### config.mk
export PLATFORM = sky130hd
export DESIGN_NAME = mrs_tx_pack_flat
export DESIGN_NICKNAME = d
export VERILOG_FILES = /design/src/hdl/mrs_pkg.sv /design/src/hdl/mrs_if.sv /design/src/hdl/mrs_tx_pack.sv /design/src/flat_wrapper.sv
export SDC_FILE = /design/constraint.sdc
export NUM_CORES = 1
export LEC_CHECK = 0
export ABC_AREA = 1
export ABC_CLOCK_PERIOD_IN_PS = 2900
export BUFFER_PORTS_ARGS = -buffer_cell sky130_fd_sc_hd__buf_2
export CORE_MARGIN = 3
export CORE_UTILIZATION = 38
export CTS_BUF_LIST = sky130_fd_sc_hd__clkbuf_16
export DETAILED_ROUTE_END_ITERATION = 6
export GPL_TIMING_DRIVEN = 1
export PLACE_DENSITY = 0.61
export SLEW_MARGIN = 20
export SYNTH_ARGS = -nofsm -noshare
export SYNTH_HDL_FRONTEND = slang
export SYNTH_SLANG_ARGS = --single-unit
### constraint.sdc
create_clock -name clk_i -period 2.9 [get_ports clk_i]
set_input_delay 0.29 -clock clk_i [delete_from_list [all_inputs] [get_ports clk_i]]
set_output_delay 0.29 -clock clk_i [all_outputs]
set_load 0.05 [all_outputs]
### src/hdl/mrs_pkg.sv
// shared constants, types and crc helper for the modbus rtu slave
`timescale 1ns / 1ps
package mrs_pkg;

  localparam int FRAME_BYTES = 256;
  localparam int REG_COUNT   = 64;
  localparam int FB_AW       = $clog2(FRAME_BYTES);
  localparam int LEN_W       = $clog2(FRAME_BYTES + 1);
  localparam int REG_AW      = $clog2(REG_COUNT);

  localparam logic [1:0] REQ_BYTE  = 2'd0;
  localparam logic [1:0] REQ_GAP   = 2'd1;
  localparam logic [1:0] REQ_INREG = 2'd2;

  localparam logic [7:0] FC_RD_HOLD  = 8'd3;
  localparam logic [7:0] FC_RD_INPUT = 8'd4;
  localparam logic [7:0] FC_WR_ONE   = 8'd6;
  localparam logic [7:0] FC_WR_MULTI = 8'd16;

  localparam logic [7:0] EXC_FUNC  = 8'd1;
  localparam logic [7:0] EXC_ADDR  = 8'd2;
  localparam logic [7:0] EXC_VALUE = 8'd3;
  localparam logic [7:0] EXC_FLAG  = 8'h80;

  localparam logic [15:0] CRC_INIT = 16'hFFFF;
  localparam logic [15:0] CRC_POLY = 16'hA001;

  localparam logic [15:0] MAX_RD_COUNT = 16'd125;
  localparam logic [15:0] MAX_WR_COUNT = 16'd123;
  localparam logic [LEN_W-1:0] MIN_FRAME = LEN_W'(4);

  typedef struct packed {
    logic       valid;
    logic       eof;
    logic [7:0] data;
  } push_t;

  function automatic logic [15:0] crc16_byte(input logic [15:0] crc, input logic [7:0] b);
    logic [15:0] c;
    c = crc ^ {8'h00, b};
    for (int i = 0; i < 8; i++) begin
      c = c[0] ? ((c >> 1) ^ CRC_POLY) : (c >> 1);
    end
    return c;
  endfunction

endpackage

### src/hdl/mrs_if.sv


interface mrs_rsp_if;
  logic        valid;
  logic        ready;
  logic [63:0] tx_chunk;
  logic [3:0]  tx_chunk_bytes;
  logic        tx_last;
  modport source (output valid, tx_chunk, tx_chunk_bytes, tx_last, input ready);
  modport sink (input valid, tx_chunk, tx_chunk_bytes, tx_last, output ready);
endinterface

### src/hdl/mrs_tx_pack.sv
// packs response bytes into chunks and appends the frame crc
`timescale 1ns / 1ps
module mrs_tx_pack import mrs_pkg::*; (
  input  logic  clk_i,
  input  logic  rst_ni,
  input  push_t push_i,
  output logic  push_ready_o,
  mrs_rsp_if.source rsp_o
);

  logic [63:0] word_q, word_d;
  logic [3:0]  cnt_q, cnt_d;
  logic [15:0] crc_q, crc_d;
  logic [1:0]  tail_q, tail_d;
  logic        fin_q, fin_d;
  logic        ov_q, ov_d;
  logic [63:0] ow_q, ow_d;
  logic [3:0]  on_q, on_d;
  logic        ol_q, ol_d;

  logic       slot_free;
  logic       ins;
  logic [7:0] ins_byte;

  assign push_ready_o = (tail_q == 2'd0) && !fin_q && !cnt_q[3];
  assign slot_free    = !ov_q || rsp_o.ready;

  always_comb begin
    word_d = word_q;
    cnt_d  = cnt_q;
    crc_d  = crc_q;
    tail_d = tail_q;
    fin_d  = fin_q;
    ov_d   = ov_q && !rsp_o.ready;
    ow_d   = ow_q;
    on_d   = on_q;
    ol_d   = ol_q;
    ins      = 1'b0;
    ins_byte = push_i.data;

    if (tail_q == 2'd1) begin
      ins      = !cnt_q[3];
      ins_byte = crc_q[7:0];
    end else if (tail_q == 2'd2) begin
      ins      = !cnt_q[3];
      ins_byte = crc_q[15:8];
    end else if (push_i.valid && push_ready_o) begin
      if (push_i.eof) begin
        tail_d = 2'd1;
      end else begin
        ins   = 1'b1;
        crc_d = crc16_byte(crc_q, push_i.data);
      end
    end

    if (ins) begin
      word_d[{cnt_q[2:0], 3'b000} +: 8] = ins_byte;
      cnt_d = cnt_q + 4'd1;
      if (tail_q == 2'd1) begin
        tail_d = 2'd2;
      end else if (tail_q == 2'd2) begin
        tail_d = 2'd0;
        fin_d  = 1'b1;
      end
    end

    // a full chunk with crc bytes still to come is never the last
    if (cnt_q[3] && !fin_q && slot_free) begin
      ov_d   = 1'b1;
      ow_d   = word_q;
      on_d   = cnt_q;
      ol_d   = 1'b0;
      word_d = '0;
      cnt_d  = 4'd0;
    end else if (fin_q && slot_free) begin
      ov_d   = 1'b1;
      ow_d   = word_q;
      on_d   = cnt_q;
      ol_d   = 1'b1;
      word_d = '0;
      cnt_d  = 4'd0;
      fin_d  = 1'b0;
      crc_d  = CRC_INIT;
    end
  end

  always_ff @(posedge clk_i or negedge rst_ni) begin
    if (!rst_ni) begin
      word_q <= '0;
      cnt_q  <= 4'd0;
      crc_q  <= CRC_INIT;
      tail_q <= 2'd0;
      fin_q  <= 1'b0;
      ov_q   <= 1'b0;
      ow_q   <= '0;
      on_q   <= 4'd0;
      ol_q   <= 1'b0;
    end else begin
      word_q <= word_d;
      cnt_q  <= cnt_d;
      crc_q  <= crc_d;
      tail_q <= tail_d;
      fin_q  <= fin_d;
      ov_q   <= ov_d;
      ow_q   <= ow_d;
      on_q   <= on_d;
      ol_q   <= ol_d;
    end
  end

  assign rsp_o.valid          = ov_q;
  assign rsp_o.tx_chunk       = ow_q;
  assign rsp_o.tx_chunk_bytes = on_q;
  assign rsp_o.tx_last        = ol_q;

endmodule

### src/flat_wrapper.sv
// flat-port wrapper written by rule: the top's interface ports become plain ports
module mrs_tx_pack_flat import mrs_pkg::*;
  (clk_i, rst_ni, push_i, push_ready_o, rsp_o_valid, rsp_o_tx_chunk, rsp_o_tx_chunk_bytes, rsp_o_tx_last, rsp_o_ready);
  mrs_rsp_if rsp_o_i ();
  input  logic clk_i;
  input  logic rst_ni;
  input  push_t push_i;
  output logic push_ready_o;
  output wire logic [$bits(rsp_o_i.valid)-1:0] rsp_o_valid;
  output wire logic [$bits(rsp_o_i.tx_chunk)-1:0] rsp_o_tx_chunk;
  output wire logic [$bits(rsp_o_i.tx_chunk_bytes)-1:0] rsp_o_tx_chunk_bytes;
  output wire logic [$bits(rsp_o_i.tx_last)-1:0] rsp_o_tx_last;
  input wire logic [$bits(rsp_o_i.ready)-1:0] rsp_o_ready;
  assign rsp_o_valid = rsp_o_i.valid;
  assign rsp_o_tx_chunk = rsp_o_i.tx_chunk;
  assign rsp_o_tx_chunk_bytes = rsp_o_i.tx_chunk_bytes;
  assign rsp_o_tx_last = rsp_o_i.tx_last;
  assign rsp_o_i.ready = rsp_o_ready;
  mrs_tx_pack u_core (.clk_i(clk_i), .rst_ni(rst_ni), .push_i(push_i), .push_ready_o(push_ready_o), .rsp_o(rsp_o_i));
endmodule
Word level (Yosys, flattened, before mapping)
Cells that the tools add are included.
W data, S select, Z words.

cells by class
  shift operators = 2
  mux-type cells = 47
  equal/unequal tests = 2
  add/subtract/negate cells = 2
  reduce and logical (&&, ||, !) cells = 15
  bitwise operators = 9

operator list
  cell                      number
  $mux W64                  5
  $mux W16                  14
  $bwmux W64                1
  $shift A8 B8 Y64 const A  1
  $shiftx A8 B8 Y64         1
  $not A2 Y3                8
  $mux W4                   5
  $mux W8                   2
  $xor A16 B8 Y16           1
  $mux W2                   7
  $mux W1                   13
  $neg A6 Y8                1
  $logic_and A1 B1 Y1       7
  $add A4 B1 Y4 const B     1
  $logic_not A1 Y1          4
  $reduce_bool A3 Y1        1
  $eq A2 B1 Y1 const B      1
  $eq A2 B2 Y1 const B      1
  $logic_not A2 Y1          1
  $reduce_bool A2 Y1        1
  $logic_or A1 B1 Y1        1

storage, ports and cells
  input bits = 13
  output and inout port bits = 71
  register bits = 157
  logic and storage cells = 86

Depth between registers and ports, before layout
  word-level depth = 23
  gate-level depth with buffers = 14
  depth with buffers taken out = 14

Worst setup path before layout
Ideal clock, no wire load.

  path type = reg-to-reg
  start = register u_core.cnt_q[3]
  end = register u_core.word_q[47]
  slack = 0.643 ns
  stages on the path, launching flop included = 12
  clock period less this slack = 2.257 ns
  data arrival time = 2.130 ns
  setup time = 0.128 ns
  data required time = 2.772 ns
  path through = dfrtp_1 inv_2 nand2_2 nor3_2 nand2_1 nor2_4 a21oi_4 inv_6 buf_8 nand2_1 nand2_2 o22ai_1

on the way
  word-level cells in the longest chain between the ends = 7
  elaborated cells between the ends (all ways) = 10

RTL lines
  element                       line                RTL
  start: declaration            mrs_tx_pack.sv:12   logic [3:0] cnt_q, cnt_d;
  start signal: assignment      mrs_tx_pack.sv:100  cnt_q <= cnt_d;
  $logic_not A1 Y1              mrs_tx_pack.sv:25   assign push_ready_o = (tail_q == 2'd0) && !fin_q && !cnt_q[3];
  $logic_and A1 B1 Y1           mrs_tx_pack.sv:25
  via push_ready_o              flat_wrapper.sv:8   output logic push_ready_o;
  $logic_and A1 B1 Y1           mrs_tx_pack.sv:47   end else if (push_i.valid && push_ready_o) begin
  $mux W1                       mrs_tx_pack.sv:47
  $mux W1                       mrs_tx_pack.sv:44   end else if (tail_q == 2'd2) begin
  $mux W1                       mrs_tx_pack.sv:41   if (tail_q == 2'd1) begin
  $reduce_bool A3 Y1 (no line)  -
  end signal: assignment        mrs_tx_pack.sv:99   word_q <= word_d;
  end: declaration              mrs_tx_pack.sv:11   logic [63:0] word_q, word_d;

The timed path passes the listed nets, and every way through them passes these cells.
A chain may end at the register's enable or synchronous reset.

Worst setup path after layout
  start = register u_core.cnt_q[0]
  end = register u_core.word_q[55]

on the way
  word-level cells in the longest chain between the ends = 6
  elaborated cells between the ends (all ways) = 7

RTL lines
  element                                                       line               RTL
  $neg A6 Y8 (*)                                                mrs_tx_pack.sv:57  word_d[{cnt_q[2:0], 3'b000} +: 8] = ins_byte;
  $shiftx A8 B8 Y64 / $shift A8 B8 Y64 (equally long branches)  mrs_tx_pack.sv:57
  $bwmux W64 (*)                                                mrs_tx_pack.sv:57
  $mux W64 (*)                                                  mrs_tx_pack.sv:56  if (ins) begin
  $mux W64 (*)                                                  mrs_tx_pack.sv:75  end else if (fin_q && slot_free) begin
  $mux W64 (*)                                                  mrs_tx_pack.sv:68  if (cnt_q[3] && !fin_q && slot_free) begin

Mark *: on every way between the ends. The rest lies on a longest branch, timed or not. The select of a mux whose other input is x is not followed.

==> results.cfg <==
[clock_network]
cts_tree = built
cts_resized = 0
clockRootBuffer = clkbuf_16
cts_buffer_depth = 2
clock_sinks = 157
htreeDepth = 4
numCtsBuffers = 17
clk_latency_ns = 0.43
clkTransAtPathRegs_ns = 0.06
cts_setup_buffers = 0
holdBufCountCts = 1

[worst_setup_path]
r2r_setup_slack_ns = 0.48
cp-startpoint = u_core.cnt_q[0]
rr_startpoint = u_core.cnt_q[0]
arrival_ns = 2.72
critical_path_class = flop to flop
required_ns = 3.20
startpoint_type = flop
path_max_fanout = 10
reg2reg_depth = 11
r2r-end = u_core.word_q[55]
endpoint = u_core.word_q[55]
cp-end-kind = flop

[routing]
wl_met3_um = 735
initialDrtViolationCount = 382
vias_per_cell = 4.82
wl_met1_mm = 7.79
ant_nets = 0
wirelength_mm = 15.6
drc = 0
routedWlPerCell_um = 14.9
wl_met2_mm = 6.78
top_layer_used = met4
dr.pass1.iters = 5
dr_total_vias = 5051

[timing]
final_max_slew_viol_count = 0
skew_ns = 0.00904
slew_headroom_pct = 62.5
setup_violations = 0
post-route-min-period_ns = 2.42
hold_viol_final = 0
setup_ws_ns = 0.484
holdWs_ns = 0.158
tns_ns = 0
finalCritPeriodShare_pct = 83.3
rsz0062_at_grt = false
max_freq_mhz = 414
tightest_slew_ns = 0.562

[synth]
synth_seq_area_share_pct = 59.3
synth.cell_area_um2 = 6660
syn_inst = 725
syn-num-nets = 741
postSynthAreaPerCell_um2 = 9.19
ys_types = 37
yosys_warnings = 0
synth-seq-cells = 157

[placed_design]
place.gp.congestion = 0.839
dpl-instance-area_um2 = 7310
dp_hpwl_mm = 10.5
io_buffers = 83
place_inst = 1014
post-place-ws_ns = 0.540

[global_route]
grt_start_max_net_pins = 72
grt_remaining_overflow = 0
first_global_vias = 4859
antenna_found_initial = 0
grt_pass1_wl_mm = 26.0
track_usage_pct = 16.9

[final_layout]
nets = 830
final_util_pct = 46.7
final_cell_mix = nand2_1, dfrtp_1, inv_1
multi_input_area_um2 = 2220
design_area_um2 = 7880
n_antenna_cell = 0
seq_area_um2 = 3950
area_delta_synth_final_pct = 18.2
fillers = 1632
final_common_cell = nand2_1
drive_gt1_share_pct = 21.0
final_cells = 1047

[pwr]
swShare_pct = 35.3
ir_drop_mv = 0.389
combPwrFrac_pct = 21.1
power.internal_mw = 3.75
power-per-cell-area_nw_per_um2 = 736
seq_power_share_pct = 42.8
cellLeakagePower_nw = 3.94
clkPwrFrac_pct = 36.1
total_power_mw = 5.80
p_sw_mw = 2.05

[floorplanning]
dieArea_um2 = 19200
ios = 84
row_count = 47
die_height_um = 138
core_area_um2 = 16900
start_util_pct = 39.5
die_x_um = 138

[run_status]
outcome = finished, final reports clean

[flow_run]
drv_cap = 0

[worst_hold_path]
hp-class = input pin to flop
==> kinds of logic after synthesis <==
logic type	synth area share, %
and+or+nand+nor	18.4
AOI/OAI and AO/OA	13.6
DFF	59.3
buffers and inverters	7.42
xor gates and xnor gates	0.789
adders and majority gates	0.563
==> synth_stat cells <==
cell type  instances  area [µm²]
a211oi_1           1        7.51
a21oi_1           16        80.1
a21oi_4            1        16.3
buf_1              1        3.75
buf_2             11        55.1
buf_6              1        11.3
buf_8              1        15.0
clkbuf_1           7        26.3
clkinv_1           1        3.75
dfrtp_1          141        3530
dfstp_2           16         420
ha_1               3        37.5
inv_1             89         334
inv_2              8        30.0
inv_4              1        6.26
inv_6              1        8.76
nand2_1          195         732
nand2_2            5        31.3
nand2_4            1        11.3
nand3_1           13        65.1
nand3_4            3        52.6
nand4_1            1        6.26
nand4_2            3        37.5
nor2_1            38         143
nor2_2             3        18.8
nor2_4             3        33.8
nor3_1            12        60.1
nor3_2             3        30.0
o211ai_1           2        15.0
o21ai_0           73         365
o21ai_1           11        55.1
o21ai_2            1        8.76
o21ai_4            3        48.8
o22ai_1           49         307
or2_2              1        6.26
xnor2_1            2        17.5
xor2_1             4        35.0
==> critical path, cell delays in order, from the launching register on <==
cell and delay, ns:
dfrtp_1 0.47, inv_2 0.10, ha_1 0.21, ha_1 0.25
nor2_4 0.25, inv_2 0.07, nor2_4 0.16, inv_2 0.09
nor3_2 0.25, o21ai_1 0.26, nand2_1 0.11, o21ai_1 0.06
==> power groups by stage <==
| stage | Combinational (mW) | Sequential [mW] | Clock (mW) |
|---|---|---|---|
| 2_1_floorplan | 0.326 | 3.08 | 0 |
| 3_3_place_gp | 1.22 | 2.52 | 0 |
| 3_5_place_dp | 1.23 | 2.52 | 0 |
| 4_1_cts | 1.24 | 2.48 | 2.14 |
| 5_1_grt | 1.32 | 2.51 | 2.23 |
| 6_report | 1.22 | 2.48 | 2.09 |
==> how the worst min path moves through the flow <==
stage	from	end	slack (ns)	depth (start not counted)
2_1_floorplan	rst_ni	u_core.cnt_q[0]	-0.006	0
3_3_place_gp	rst_ni	u_core.rsp_o.tx_chunk_bytes[3]	0.32	1
3_5_place_dp	rst_ni	u_core.rsp_o.tx_chunk[48]	0.31	1
4_1_cts	rsp_o_ready	u_core.rsp_o.tx_chunk_bytes[3]	0.14	3
5_1_grt	rsp_o_ready	u_core.rsp_o.tx_chunk_bytes[3]	0.16	3
6_report	rsp_o_ready	u_core.rsp_o.tx_chunk_bytes[3]	0.16	3
==> registers in the layout, summed over array words and instances (netlist names) <==
register                     cells
u_core.rsp_o.valid               1
u_core.crc_q                    16
u_core.tail_q                    2
u_core.rsp_o.tx_chunk           64
u_core.fin_q                     1
u_core.rsp_o.tx_last             1
u_core.cnt_q                     4
u_core.word_q                   64
u_core.rsp_o.tx_chunk_bytes      4
==> metal layers <==
layer | vias to the layer above | global-route usage [%]
met1 | 2401 | 24.9
li1 | 2529 | -
met5 | - | 0
met4 | 0 | 5.98
met3 | 24 | 4.01
met2 | 97 | 24.4
==> area by class of cell <==
cell class              instances  area share (%)
multi-input cells             447            28.2
clock buffers                  17            5.40
repair buffers                 91            6.31
inverters                     100            4.86
flip-flops and latches        157            50.1
well taps                     220            3.49
clock inverters                15            1.60
Note: power is estimated with default switching activity, not from simulation.
